**src/hw/rtl/bec_pkg.sv**
```systemverilog
// ----------------------------------------------------------------------------
// bec_pkg
// shared types and constants for the bus error confinement unit
// ----------------------------------------------------------------------------
package bec_pkg;

   localparam int unsigned CNT_W    = 9;
   localparam int unsigned RECOV_W  = 16;
   localparam int unsigned ID_W     = 32;
   localparam int unsigned RETRY_W  = 8;
   localparam int unsigned OPCODE_W = 3;
   localparam int unsigned STATE_W  = 2;
   localparam int unsigned CSR_IDX_W  = 3;
   localparam int unsigned CSR_DATA_W = 32;

   // opcodes
   localparam logic [OPCODE_W-1:0] OP_TICK    = 3'd0;
   localparam logic [OPCODE_W-1:0] OP_ERROR   = 3'd1;
   localparam logic [OPCODE_W-1:0] OP_ACK     = 3'd2;
   localparam logic [OPCODE_W-1:0] OP_TIMEOUT = 3'd3;
   localparam logic [OPCODE_W-1:0] OP_SEND    = 3'd4;

   // confinement states
   localparam logic [STATE_W-1:0] ST_ACTIVE  = 2'd0;
   localparam logic [STATE_W-1:0] ST_PASSIVE = 2'd1;
   localparam logic [STATE_W-1:0] ST_BUSOFF  = 2'd2;

   // register indexes
   localparam logic [CSR_IDX_W-1:0] CSR_NODE_ID     = 3'd0;
   localparam logic [CSR_IDX_W-1:0] CSR_PASSIVE_THR = 3'd1;
   localparam logic [CSR_IDX_W-1:0] CSR_BUSOFF_THR  = 3'd2;
   localparam logic [CSR_IDX_W-1:0] CSR_RECOV_TICKS = 3'd3;
   localparam logic [CSR_IDX_W-1:0] CSR_RETRY_LIMIT = 3'd4;

   // register reset values
   localparam logic [ID_W-1:0]    RST_NODE_ID     = 32'd1;
   localparam logic [CNT_W-1:0]   RST_PASSIVE_THR = 9'd128;
   localparam logic [CNT_W-1:0]   RST_BUSOFF_THR  = 9'd256;
   localparam logic [RECOV_W-1:0] RST_RECOV_TICKS = 16'd128;
   localparam logic [RETRY_W-1:0] RST_RETRY_LIMIT = 8'd3;

   localparam logic [CNT_W:0] CNT_MAX     = 10'd511;
   localparam logic [CNT_W:0] TX_ERR_STEP = 10'd8;

   typedef struct packed {
      logic [ID_W-1:0]    node_id;
      logic [CNT_W-1:0]   passive_threshold;
      logic [CNT_W-1:0]   busoff_threshold;
      logic [RECOV_W-1:0] recovery_ticks;
      logic [RETRY_W-1:0] retry_limit;
   } cfg_type;

   typedef struct packed {
      logic [OPCODE_W-1:0] opcode;
      logic [ID_W-1:0]     dest_id;
      logic                is_broadcast;
      logic [RETRY_W-1:0]  retry_count;
   } req_item_type;

   typedef struct packed {
      logic [STATE_W-1:0] error_state;
      logic [CNT_W-1:0]   tx_errors;
      logic [CNT_W-1:0]   rx_errors;
      logic               accepted;
      logic               passive_mark;
   } rsp_item_type;

endpackage

```
**src/hw/rtl/bec_req_if.sv**
```systemverilog
// ----------------------------------------------------------------------------
// bec_req_if
// event channel: valid/ready with one event per beat
// ----------------------------------------------------------------------------
interface bec_req_if;
   logic                               valid;
   logic                               ready;
   logic [bec_pkg::OPCODE_W-1:0]       opcode;
   logic [bec_pkg::ID_W-1:0]           dest_id;
   logic                               is_broadcast;
   logic [bec_pkg::RETRY_W-1:0]        retry_count;

   modport source (output valid, output opcode, output dest_id, output is_broadcast,
                   output retry_count, input ready);
   modport sink   (input valid, input opcode, input dest_id, input is_broadcast,
                   input retry_count, output ready);
endinterface

```
**src/hw/rtl/bec_rsp_if.sv**
```systemverilog
// ----------------------------------------------------------------------------
// bec_rsp_if
// result channel: valid/ready with one result per beat
// ----------------------------------------------------------------------------
interface bec_rsp_if;
   logic                          valid;
   logic                          ready;
   logic [bec_pkg::STATE_W-1:0]   error_state;
   logic [bec_pkg::CNT_W-1:0]     tx_errors;
   logic [bec_pkg::CNT_W-1:0]     rx_errors;
   logic                          accepted;
   logic                          passive_mark;

   modport source (output valid, output error_state, output tx_errors, output rx_errors,
                   output accepted, output passive_mark, input ready);
   modport sink   (input valid, input error_state, input tx_errors, input rx_errors,
                   input accepted, input passive_mark, output ready);
endinterface

```
**src/hw/rtl/bec_csr.sv**
```systemverilog
// ----------------------------------------------------------------------------
// bec_csr
// configuration register file, write only
// ----------------------------------------------------------------------------
module bec_csr (
   input  logic                              clock,
   input  logic                              reset,
   input  logic                              csr_we,
   input  logic [bec_pkg::CSR_IDX_W-1:0]     csr_index,
   input  logic [bec_pkg::CSR_DATA_W-1:0]    csr_wdata,
   output bec_pkg::cfg_type                  cfg
);

   bec_pkg::cfg_type cfg_ff;
   bec_pkg::cfg_type cfg_in;

   always_comb begin
      cfg_in = cfg_ff;
      if (csr_we) begin
         unique case (csr_index)
            bec_pkg::CSR_NODE_ID:
               cfg_in.node_id = csr_wdata;
            bec_pkg::CSR_PASSIVE_THR:
               cfg_in.passive_threshold = csr_wdata[bec_pkg::CNT_W-1:0];
            bec_pkg::CSR_BUSOFF_THR:
               cfg_in.busoff_threshold = csr_wdata[bec_pkg::CNT_W-1:0];
            bec_pkg::CSR_RECOV_TICKS:
               cfg_in.recovery_ticks = csr_wdata[bec_pkg::RECOV_W-1:0];
            bec_pkg::CSR_RETRY_LIMIT:
               cfg_in.retry_limit = csr_wdata[bec_pkg::RETRY_W-1:0];
            default: ; // unmapped index, write dropped
         endcase
      end
   end

   always_ff @(posedge clock) begin
      if (reset) begin
         cfg_ff.node_id           <= bec_pkg::RST_NODE_ID;
         cfg_ff.passive_threshold <= bec_pkg::RST_PASSIVE_THR;
         cfg_ff.busoff_threshold  <= bec_pkg::RST_BUSOFF_THR;
         cfg_ff.recovery_ticks    <= bec_pkg::RST_RECOV_TICKS;
         cfg_ff.retry_limit       <= bec_pkg::RST_RETRY_LIMIT;
      end else begin
         cfg_ff <= cfg_in;
      end
   end

   assign cfg = cfg_ff;

endmodule

```
**src/hw/rtl/bec_core.sv**
```systemverilog
// ----------------------------------------------------------------------------
// bec_core
// confinement state, error counters and recovery countdown
// ----------------------------------------------------------------------------
module bec_core (
   input  logic                   clock,
   input  logic                   reset,
   input  logic                   advance,
   input  bec_pkg::req_item_type  item,
   input  bec_pkg::cfg_type       cfg,
   output bec_pkg::rsp_item_type  result
);

   logic [bec_pkg::CNT_W-1:0]   tx_ff, tx_in;
   logic [bec_pkg::CNT_W-1:0]   rx_ff, rx_in;
   logic [bec_pkg::STATE_W-1:0] st_ff, st_in;
   logic [bec_pkg::RECOV_W-1:0] rl_ff, rl_in;

   logic                   dest_hit;
   logic                   for_me;
   logic                   busoff;
   logic                   judge;
   logic                   acc;
   logic                   pmark;
   logic [bec_pkg::CNT_W:0] tx_sum;
   logic [bec_pkg::CNT_W:0] rx_sum;
   logic [bec_pkg::CNT_W:0] tx_step;

   assign dest_hit = (item.dest_id == cfg.node_id);
   assign for_me   = item.is_broadcast | dest_hit;
   assign busoff   = (st_ff == bec_pkg::ST_BUSOFF);
   assign tx_step  = (item.opcode == bec_pkg::OP_ERROR) ? bec_pkg::TX_ERR_STEP
                                                        : (bec_pkg::CNT_W+1)'(1);
   assign tx_sum   = {1'b0, tx_ff} + tx_step;
   assign rx_sum   = {1'b0, rx_ff} + (bec_pkg::CNT_W+1)'(1);

   always_comb begin
      tx_in = tx_ff;
      rx_in = rx_ff;
      st_in = st_ff;
      rl_in = rl_ff;
      judge = 1'b0;
      acc   = 1'b0;
      pmark = 1'b0;

      unique case (item.opcode)
         bec_pkg::OP_TICK: begin
            if (busoff) begin
               if (rl_ff <= bec_pkg::RECOV_W'(1)) begin
                  tx_in = '0;
                  rx_in = '0;
                  rl_in = '0;
                  st_in = bec_pkg::ST_ACTIVE;
               end else begin
                  rl_in = rl_ff - bec_pkg::RECOV_W'(1);
               end
            end
         end
         bec_pkg::OP_ERROR: begin
            if (!busoff && for_me) begin
               if (dest_hit) begin
                  tx_in = (tx_sum > bec_pkg::CNT_MAX) ? bec_pkg::CNT_MAX[bec_pkg::CNT_W-1:0]
                                                      : tx_sum[bec_pkg::CNT_W-1:0];
               end else begin
                  rx_in = (rx_sum > bec_pkg::CNT_MAX) ? bec_pkg::CNT_MAX[bec_pkg::CNT_W-1:0]
                                                      : rx_sum[bec_pkg::CNT_W-1:0];
               end
               judge = 1'b1;
               acc   = 1'b1;
            end
         end
         bec_pkg::OP_ACK: begin
            if (!busoff && for_me) begin
               if (tx_ff != '0) begin
                  tx_in = tx_ff - bec_pkg::CNT_W'(1);
               end
               judge = 1'b1;
               acc   = 1'b1;
            end
         end
         bec_pkg::OP_TIMEOUT: begin
            tx_in = (tx_sum > bec_pkg::CNT_MAX) ? bec_pkg::CNT_MAX[bec_pkg::CNT_W-1:0]
                                                : tx_sum[bec_pkg::CNT_W-1:0];
            judge = 1'b1;
            acc   = 1'b1;
         end
         bec_pkg::OP_SEND: begin
            if (!busoff && (item.retry_count <= cfg.retry_limit)) begin
               acc   = 1'b1;
               pmark = (st_ff == bec_pkg::ST_PASSIVE);
            end
         end
         default: ; // unused opcodes leave everything alone
      endcase

      // re-judge state after a counter event; bus-off only leaves by recovery
      if (judge && !busoff) begin
         if (tx_in >= cfg.busoff_threshold) begin
            st_in = bec_pkg::ST_BUSOFF;
            rl_in = cfg.recovery_ticks;
         end else if (tx_in >= cfg.passive_threshold || rx_in >= cfg.passive_threshold) begin
            st_in = bec_pkg::ST_PASSIVE;
         end else begin
            st_in = bec_pkg::ST_ACTIVE;
         end
      end
   end

   always_ff @(posedge clock) begin
      if (reset) begin
         tx_ff <= '0;
         rx_ff <= '0;
         st_ff <= bec_pkg::ST_ACTIVE;
         rl_ff <= '0;
      end else if (advance) begin
         tx_ff <= tx_in;
         rx_ff <= rx_in;
         st_ff <= st_in;
         rl_ff <= rl_in;
      end
   end

   assign result.error_state  = st_in;
   assign result.tx_errors    = tx_in;
   assign result.rx_errors    = rx_in;
   assign result.accepted     = acc;
   assign result.passive_mark = pmark;

endmodule

```
**src/hw/rtl/bus_error_confinement_unit.sv**
```systemverilog
// ----------------------------------------------------------------------------
// bus_error_confinement_unit
// fault confinement for a bus node: transmit and receive error counters,
// active / passive / bus-off state and bus-off recovery countdown
// ----------------------------------------------------------------------------
//
//   channel   direction   handshake       carries
//   req_ch    in          valid / ready   opcode, dest_id, is_broadcast, retry_count
//   rsp_ch    out         valid / ready   error_state, tx_errors, rx_errors,
//                                         accepted, passive_mark
//   csr_*     in          write enable    register index and write data
//
// one event beat per cycle sustained while rsp_ch takes results; an accepted event
// waits in the input register, then its result loads into the result register
// synchronous active-high reset clears counters, state, countdown, valid flags and
// config registers; a stalled rsp_ch holds the result register; req_ch keeps taking
// beats until the input register is also full, then ready drops
//
module bus_error_confinement_unit (
   input  logic                            clock,
   input  logic                            reset,
   bec_req_if.sink                         req_ch,
   bec_rsp_if.source                       rsp_ch,
   input  logic                            csr_we,
   input  logic [bec_pkg::CSR_IDX_W-1:0]   csr_index,
   input  logic [bec_pkg::CSR_DATA_W-1:0]  csr_wdata
);

   bec_pkg::cfg_type      cfg;
   bec_pkg::req_item_type in_item_ff, in_item_in;
   bec_pkg::rsp_item_type out_item_ff, out_item_in;
   bec_pkg::rsp_item_type core_result;
   logic                  in_vld_ff, in_vld_in;
   logic                  out_vld_ff, out_vld_in;
   logic                  advance;
   logic                  req_fire;

   // config registers
   bec_csr u_csr (
      .clock     (clock),
      .reset     (reset),
      .csr_we    (csr_we),
      .csr_index (csr_index),
      .csr_wdata (csr_wdata),
      .cfg       (cfg)
   );

   // item moves from the input register into the result register
   assign advance  = in_vld_ff & (~out_vld_ff | rsp_ch.ready);
   assign req_fire = req_ch.valid & req_ch.ready;

   assign req_ch.ready = ~in_vld_ff | advance;

   always_comb begin
      in_item_in = in_item_ff;
      if (req_fire) begin
         in_item_in.opcode       = req_ch.opcode;
         in_item_in.dest_id      = req_ch.dest_id;
         in_item_in.is_broadcast = req_ch.is_broadcast;
         in_item_in.retry_count  = req_ch.retry_count;
      end
      in_vld_in = req_fire | (in_vld_ff & ~advance);
   end

   // state update and result computation
   bec_core u_core (
      .clock   (clock),
      .reset   (reset),
      .advance (advance),
      .item    (in_item_ff),
      .cfg     (cfg),
      .result  (core_result)
   );

   always_comb begin
      out_item_in = advance ? core_result : out_item_ff;
      out_vld_in  = advance | (out_vld_ff & ~rsp_ch.ready);
   end

   // control flags
   always_ff @(posedge clock) begin
      if (reset) begin
         in_vld_ff  <= 1'b0;
         out_vld_ff <= 1'b0;
      end else begin
         in_vld_ff  <= in_vld_in;
         out_vld_ff <= out_vld_in;
      end
   end

   // payload, no reset needed
   always_ff @(posedge clock) begin
      in_item_ff  <= in_item_in;
      out_item_ff <= out_item_in;
   end

   assign rsp_ch.valid        = out_vld_ff;
   assign rsp_ch.error_state  = out_item_ff.error_state;
   assign rsp_ch.tx_errors    = out_item_ff.tx_errors;
   assign rsp_ch.rx_errors    = out_item_ff.rx_errors;
   assign rsp_ch.accepted     = out_item_ff.accepted;
   assign rsp_ch.passive_mark = out_item_ff.passive_mark;

endmodule
```
**src/flat_wrapper.sv**
```systemverilog
// flat-port wrapper written by rule: the top's interface ports become plain ports
module bus_error_confinement_unit_flat 
  (clock, reset, csr_we, csr_index, csr_wdata, req_ch_valid, req_ch_opcode, req_ch_dest_id, req_ch_is_broadcast, req_ch_retry_count, req_ch_ready, rsp_ch_valid, rsp_ch_error_state, rsp_ch_tx_errors, rsp_ch_rx_errors, rsp_ch_accepted, rsp_ch_passive_mark, rsp_ch_ready);
  bec_req_if req_ch_i ();
  bec_rsp_if rsp_ch_i ();
  input  logic clock;
  input  logic reset;
  input  logic csr_we;
  input  logic [bec_pkg::CSR_IDX_W-1:0] csr_index;
  input  logic [bec_pkg::CSR_DATA_W-1:0] csr_wdata;
  input wire logic [$bits(req_ch_i.valid)-1:0] req_ch_valid;
  input wire logic [$bits(req_ch_i.opcode)-1:0] req_ch_opcode;
  input wire logic [$bits(req_ch_i.dest_id)-1:0] req_ch_dest_id;
  input wire logic [$bits(req_ch_i.is_broadcast)-1:0] req_ch_is_broadcast;
  input wire logic [$bits(req_ch_i.retry_count)-1:0] req_ch_retry_count;
  output wire logic [$bits(req_ch_i.ready)-1:0] req_ch_ready;
  output wire logic [$bits(rsp_ch_i.valid)-1:0] rsp_ch_valid;
  output wire logic [$bits(rsp_ch_i.error_state)-1:0] rsp_ch_error_state;
  output wire logic [$bits(rsp_ch_i.tx_errors)-1:0] rsp_ch_tx_errors;
  output wire logic [$bits(rsp_ch_i.rx_errors)-1:0] rsp_ch_rx_errors;
  output wire logic [$bits(rsp_ch_i.accepted)-1:0] rsp_ch_accepted;
  output wire logic [$bits(rsp_ch_i.passive_mark)-1:0] rsp_ch_passive_mark;
  input wire logic [$bits(rsp_ch_i.ready)-1:0] rsp_ch_ready;
  assign req_ch_i.valid = req_ch_valid;
  assign req_ch_i.opcode = req_ch_opcode;
  assign req_ch_i.dest_id = req_ch_dest_id;
  assign req_ch_i.is_broadcast = req_ch_is_broadcast;
  assign req_ch_i.retry_count = req_ch_retry_count;
  assign req_ch_ready = req_ch_i.ready;
  assign rsp_ch_valid = rsp_ch_i.valid;
  assign rsp_ch_error_state = rsp_ch_i.error_state;
  assign rsp_ch_tx_errors = rsp_ch_i.tx_errors;
  assign rsp_ch_rx_errors = rsp_ch_i.rx_errors;
  assign rsp_ch_accepted = rsp_ch_i.accepted;
  assign rsp_ch_passive_mark = rsp_ch_i.passive_mark;
  assign rsp_ch_i.ready = rsp_ch_ready;
  bus_error_confinement_unit u_core (.clock(clock), .reset(reset), .req_ch(req_ch_i), .rsp_ch(rsp_ch_i), .csr_we(csr_we), .csr_index(csr_index), .csr_wdata(csr_wdata));
endmodule
```
**config.mk**
```make
export PLATFORM = sky130hd
export DESIGN_NAME = bus_error_confinement_unit_flat
export DESIGN_NICKNAME = d
export VERILOG_FILES = /design/src/hw/rtl/bec_pkg.sv /design/src/hw/rtl/bec_req_if.sv /design/src/hw/rtl/bec_rsp_if.sv /design/src/hw/rtl/bec_csr.sv /design/src/hw/rtl/bec_core.sv /design/src/hw/rtl/bus_error_confinement_unit.sv /design/src/flat_wrapper.sv
export SDC_FILE = /design/constraint.sdc
export NUM_CORES = 1
export LEC_CHECK = 0
export ABC_AREA = 1
export BUFFER_PORTS_ARGS = -buffer_cell sky130_fd_sc_hd__buf_2
export CAP_MARGIN = 0
export CORE_ASPECT_RATIO = 1.2
export CORE_MARGIN = 1
export CORE_UTILIZATION = 54
export CTS_CLUSTER_SIZE = 8
export DETAILED_ROUTE_END_ITERATION = 8
export GPL_TIMING_DRIVEN = 0
export MAX_ROUTING_LAYER = met4
export PLACE_DENSITY = 0.89
export SYNTH_ARGS = -nofsm -noshare
export SYNTH_HDL_FRONTEND = slang
export SYNTH_SLANG_ARGS = --single-unit
```
**constraint.sdc**
```tcl
create_clock -name clock -period 3.7 [get_ports clock]
set_input_delay 0.185 -clock clock [delete_from_list [all_inputs] [get_ports clock]]
set_output_delay 0.185 -clock clock [all_outputs]
set_load 0.01 [all_outputs]
```
# --- Yosys cells after proc, flatten, opt, wreduce, memory -nomap -nowiden ---
# Cells that the tools add are included.
totals:
  register_bits: 178
  out_inout_bits: 24
  in_bits: 84
op_classes:
  n_reduce_logical: 15
  n_bitwise: 13
  add_sub_neg: 4
  order_cmp: 7
  n_mux: 30
  n_eq_ne: 11
op_table:
  columns: ["cell", "count"]
  rows:
  - ["9-bit two-way mux", 12]
  - ["16-bit two-way mux", 5]
  - ["9-bit one-hot mux with 4 select lines", 1]
  - ["32-bit == test", 1]
  - ["9-bit greater-or-equal comparator", 3]
  - ["10-bit by 9-bit > comparator with 1-bit output, second input constant", 2]
  - ["9-bit one-hot mux with 2 select lines", 1]
  - ["16-bit by 1-bit <= comparator with 1-bit output, second input constant", 1]
  - ["16-bit by 1-bit subtractor with 16-bit output, second input constant", 1]
  - ["3-bit by 2-bit == test with 1-bit output, second input constant", 4]
  - ["2-bit AND reduction", 6]
  - ["9-bit by 1-bit adder with 10-bit output, second input constant", 1]
  - ["9-bit by 4-bit adder with 10-bit output", 1]
  - ["2-bit two-way mux", 5]
  - ["9-bit nonzero test", 1]
  - ["9-bit by 1-bit subtractor with 9-bit output, second input constant", 1]
  - ["8-bit <= comparator", 1]
  - ["3-bit by 1-bit == test with 1-bit output, second input constant", 2]
  - ["3-bit == test, second input constant", 2]
  - ["3-bit logical NOT", 2]
  - ["1-bit bitwise OR", 5]
  - ["1-bit bitwise AND", 4]
  - ["4-bit two-way mux", 1]
  - ["1-bit inverter", 4]
  - ["other kinds (9)", 13]

# --- Longest topological paths before layout ---
logic_depth:
  ltp_word: 13
  depth_mapped: 32
  mapped_depth_nobuf: 31

# --- Hierarchy ---
# Synthesis repeated with hierarchy kept, for this count alone.
hier_totals:
  hier_cells: 1430
  area_unflattened_um2: 10302.4
modules_own_cells:
  columns: ["module", "seq_area_each_um2", "area_each_um2", "n_inst", "cells_each"]
  rows:
  - ["bec_core", 720.7, 5198.7, 1, 906]
  - ["bec_csr", 1481.4, 3030.4, 1, 446]
  - ["bus_error_confinement_unit", 2021.9, 2073.2, 1, 78]

# --- Worst setup path before layout ---
# No wires, ideal clock.
synth_timing:
  path_kind: "register to register"
  startpoint: "register u_core.in_item_ff[41] (netlist bit)"
  endpoint: "register u_core.u_core.rl_ff[0] (netlist bit)"
  arrival_ps: 3472
  n_path_buf: 2
  stages_incl_launch_ff: 33
  synth_period_minus_slack_ps: 3542
  path_slack_ps: 158
  setup_ps: 70
  cell_sequence: "edfxtp_1 -> inv_2 -> nor2_4 -> inv_2 -> nor2_4 -> inv_2 -> ha_1 -> ha_1 -> nand2_1 -> o21ai_0 -> nand2_1 -> inv_1 -> nor2_1 -> o21ai_0 -> nand3_1 -> nand2_1 -> nor2_1 -> nand2_1 -> nand2_1 -> inv_1 -> ha_1 -> nand2_1 -> nor2_1 -> nand3b_1 -> nand4_1 -> buf_2 -> buf_2 -> nand2_1 -> nand2_1 -> nand3_1 -> nand2_1 -> nand2_1 -> a21oi_1"
synth_lines:
  columns: ["element", "line_no", "rtl"]
  rows:
  - ["start: declaration", "bus_error_confinement_unit.sv:30", "bec_pkg::req_item_type in_item_ff, in_item_in;"]
  - ["start signal: assignment", "bus_error_confinement_unit.sv:93", "in_item_ff <= in_item_in;"]
  - ["end signal: assignment", "bec_core.sv:119", "rl_ff <= rl_in;"]
  - ["end: declaration", "bec_core.sv:17", "logic [bec_pkg::RECOV_W-1:0] rl_ff, rl_in;"]

==> flow_summary_export.csv <==
group,metric,value,unit
placement,port_buffers,107,
timing,max_freq,261,MHz
worst_setup_path,crit_path_end_kind,"flip-flop",
detailed_routing,vias,9858,
detailed_routing,routedWlPerCell,17.1,µm
die,num_rows,53,
run_status,status,"complete, but fails checks",
grt,grt_first_pass_wirelength,45700,µm
worst_setup_path,critPathArrivalTime,4.23,ns
timing,period_share,104,%
worst_hold_path,hold_class,"input port to flip-flop",
finish,final_nets,1628,
clocking,clockBufferDepth,2,
power_and_ir_drop,cellPowerDensity,400,mW/mm²
die,io_pins,108,
logic_synthesis,yosysWarnings,0,
flow_run,drv_cap,0,
worst_setup_path,critPathMaxFanout,3,
timing,worst_slack,-0.133,ns
run_status,failed_checks,"negative setup slack",
logic_synthesis,syn_inst,1291,
logic_synthesis,ys_seq_elements,178,
logic_synthesis,avgSynthCellArea,7.51,µm²
die,die_w,124,µm
timing,tightest_slew,0.854,ns
power_and_ir_drop,p_leak,5.48,nW
placement,hpwl,18200,µm
timing,rsz0062_at_grt,"true",
worst_setup_path,cp_common_cell,"nand2_1",
grt,grt_pass1_vias,9347,
clocking,htreeDepth,4,
logic_synthesis,synthFlopType,"dfxtp_1",
logic_synthesis,synth_edf_count,66,
timing,relSlewSlack,42.3,%
clocking,cts_tree,"built",
grt,antenna_found_initial,1,
worst_setup_path,cpPeakStageDelay,0.47,ns
timing,fin_setup_tns,-1.04,ns
clocking,root_buffer,"clkbuf_16",
logic_synthesis,synth_fp_nets,1418,
timing,period_needed,3.83,ns
detailed_routing,drc_errors,0,
logic_synthesis,synth.distinct_cells,43,
placement,gp_congestion,0.955,
die,core,0.0176,mm²
clocking,clk_latency,0.45,ns
grt,grt_usage,32.4,%
die,initial_core_util,55.2,%
die,dieHeight,149,µm
clocking,cts_buffers,17,
detailed_routing,first_iter_violations,910,
worst_setup_path,cp-start-kind,"flip-flop",
worst_setup_path,crit_path_top_delay_cell,"edfxtp_1",
detailed_routing,dr.pass1.iters,8,
finish,n_fill_cell,1247,
timing,drv_slew,0,
placement,pre_cts_slack,-0.790,ns
worst_setup_path,worst_ep_required_time,4.10,ns
detailed_routing,drt.antenna.violating_nets,0,
logic_synthesis,seq_area_frac_synth,43.6,%
grt,grt_max_degree,42,
power_and_ir_drop,vdd_drop_max,0.392,mV
timing,whs,0.000531,ns
finish,fin_util,69.9,%
logic_synthesis,synthArstFlopShare,0,%
power_and_ir_drop,power,4.91,mW
clocking,cts.sinks,178,
timing,setup_viol,17,
finish,area_growth,26.7,%
detailed_routing,routed_wl,29700,µm
clocking,clkTransAtPathRegs,0.07,ns
die,die-area,0.0185,mm²
timing,hold_viol_final,0,
logic_synthesis,syn_area,0.00969,mm²
timing,skew,0.0126,ns
grt,gr-total-overflow,0,
detailed_routing,routed_via_density,5.68,
finish,drive_gt1_share,20.4,%
worst_setup_path,worstSetupPathType,"flip-flop to flip-flop",
## flip-flops by register name (all words and copies together) (netlist names)
| register | cells |
|---|---|
| u_core.rsp_ch.valid | 1 |
| u_core.u_core.rx_ff | 9 |
| u_core.rsp_ch.tx_errors | 9 |
| u_core.u_core.tx_ff | 9 |
| u_core.rsp_ch.accepted | 1 |
| u_core.in_vld_ff | 1 |
| u_core.in_item_ff | 44 |
| u_core.rsp_ch.error_state | 2 |
| u_core.u_core.rl_ff | 16 |
| u_core.u_core.st_ff | 2 |
| u_core.u_csr.cfg | 74 |
| u_core.rsp_ch.passive_mark | 1 |
| u_core.rsp_ch.rx_errors | 9 |
## synth_stat cells, drive strengths merged (2+ instances only)
cell      n  area share, %
nand2   310             12
inv     170            6.6
nor2    157            6.8
o21ai   128            6.7
dfxtp   112             23
a21oi    95            5.1
nand3    83            4.7
edfxtp   66             20
ha       43            5.6
clkbuf   34            1.3
xnor2    23            2.1
nand4    16            1.0
buf      11           0.76
nor3     10           0.74
xor2     10           0.90
o211ai    8           0.62
nand3b    2           0.15
o21a      2           0.15
o21bai    2           0.15
o31a      2           0.18
## per-stage QoR
stage	std cells	cell area, µm²
final	1735	12300
after global routing	1735	12300
after CTS	1725	12000
after detailed placement	1619	10500
after global placement	1618	10500
after floorplan	1291	9690
## final timing paths
check / endpoint / cells after the start / slack (ns) / start
setup / recovery: u_core.u_core.st_ff[0] / 30 / -0.13 / u_core.in_item_ff[43]
hold / removal: u_core.u_csr.cfg[73] / 3 / 0.0005 / csr_wdata[31]
setup reg to reg: u_core.u_core.st_ff[0] / 30 / -0.13 / u_core.in_item_ff[43]
hold reg to reg: u_core.u_csr.cfg[15] / 2 / 0.46 / u_core.u_csr.cfg[15]
## power breakdown
part	total, mW	switching [mW]	leakage (nW)	internal, mW
Clock	1.81	0.857	0.280	0.953
Sequential	2.18	0.0558	1.55	2.13
Combinational	0.912	0.549	3.65	0.364
## layer usage
metal | track usage [%] | wire length (µm)
met1 | 34.2 | 10600
met2 | 56.4 | 15000
met3 | 5.85 | 2270
met4 | 19.9 | 1770
met5 | - | 0
## final cells by class
cell class | instances | area, µm² | area share (%)
multi-input cells | 898 | 4990 | 40.6
flip-flops and latches | 178 | 4220 | 34.4
repair buffers | 191 | 1340 | 10.9
inverters | 170 | 652 | 5.31
clock buffers | 19 | 433 | 3.52
well taps | 220 | 275 | 2.24
plain buffers | 45 | 223 | 1.81
clock inverters | 13 | 143 | 1.16
diodes | 1 | 2.50 | 0.0204
## critical path: cells and delay by family (launching register included)
kind,cells,cell delay [ns]
compound gates,4,0.48
fa+ha+maj,3,0.60
buf+inv,6,0.42
flops,1,0.47
simple gates,17,1.83
## what timing repair did
item | in CTS | in global routing
endpoints found under the hold margin | 51 | 0
cloned | 0 | 1
hold buffers | 51 | 0
endpoints found under the setup margin | 20 | 20
pin swaps | 29 | 65
setup buffers | 23 | 8
gates resized for setup | 51 | 58
## logic make-up after synthesis
family / count (synthesis) / share of synthesized area [%]
compound gates: 241 / 13.3
xor+xnor: 33 / 2.98
fa+ha+maj: 43 / 5.55
buf+inv: 215 / 8.69
flops: 178 / 43.6
simple gates: 581 / 25.9
## cells in the final DEF, fill, tap and decap left out, types with 29 or more instances in the layout
master	n
nand2_1	280
inv_1	143
nor2_1	140
buf_2	113
dfxtp_1	112
o21ai_0	99
a21oi_1	82
nand3_1	69
edfxtp_1	66
dlygate4sd3_1	51
clkbuf_1	34
ha_1	33
buf_4	29
Power figures use the tool's default switching activity.
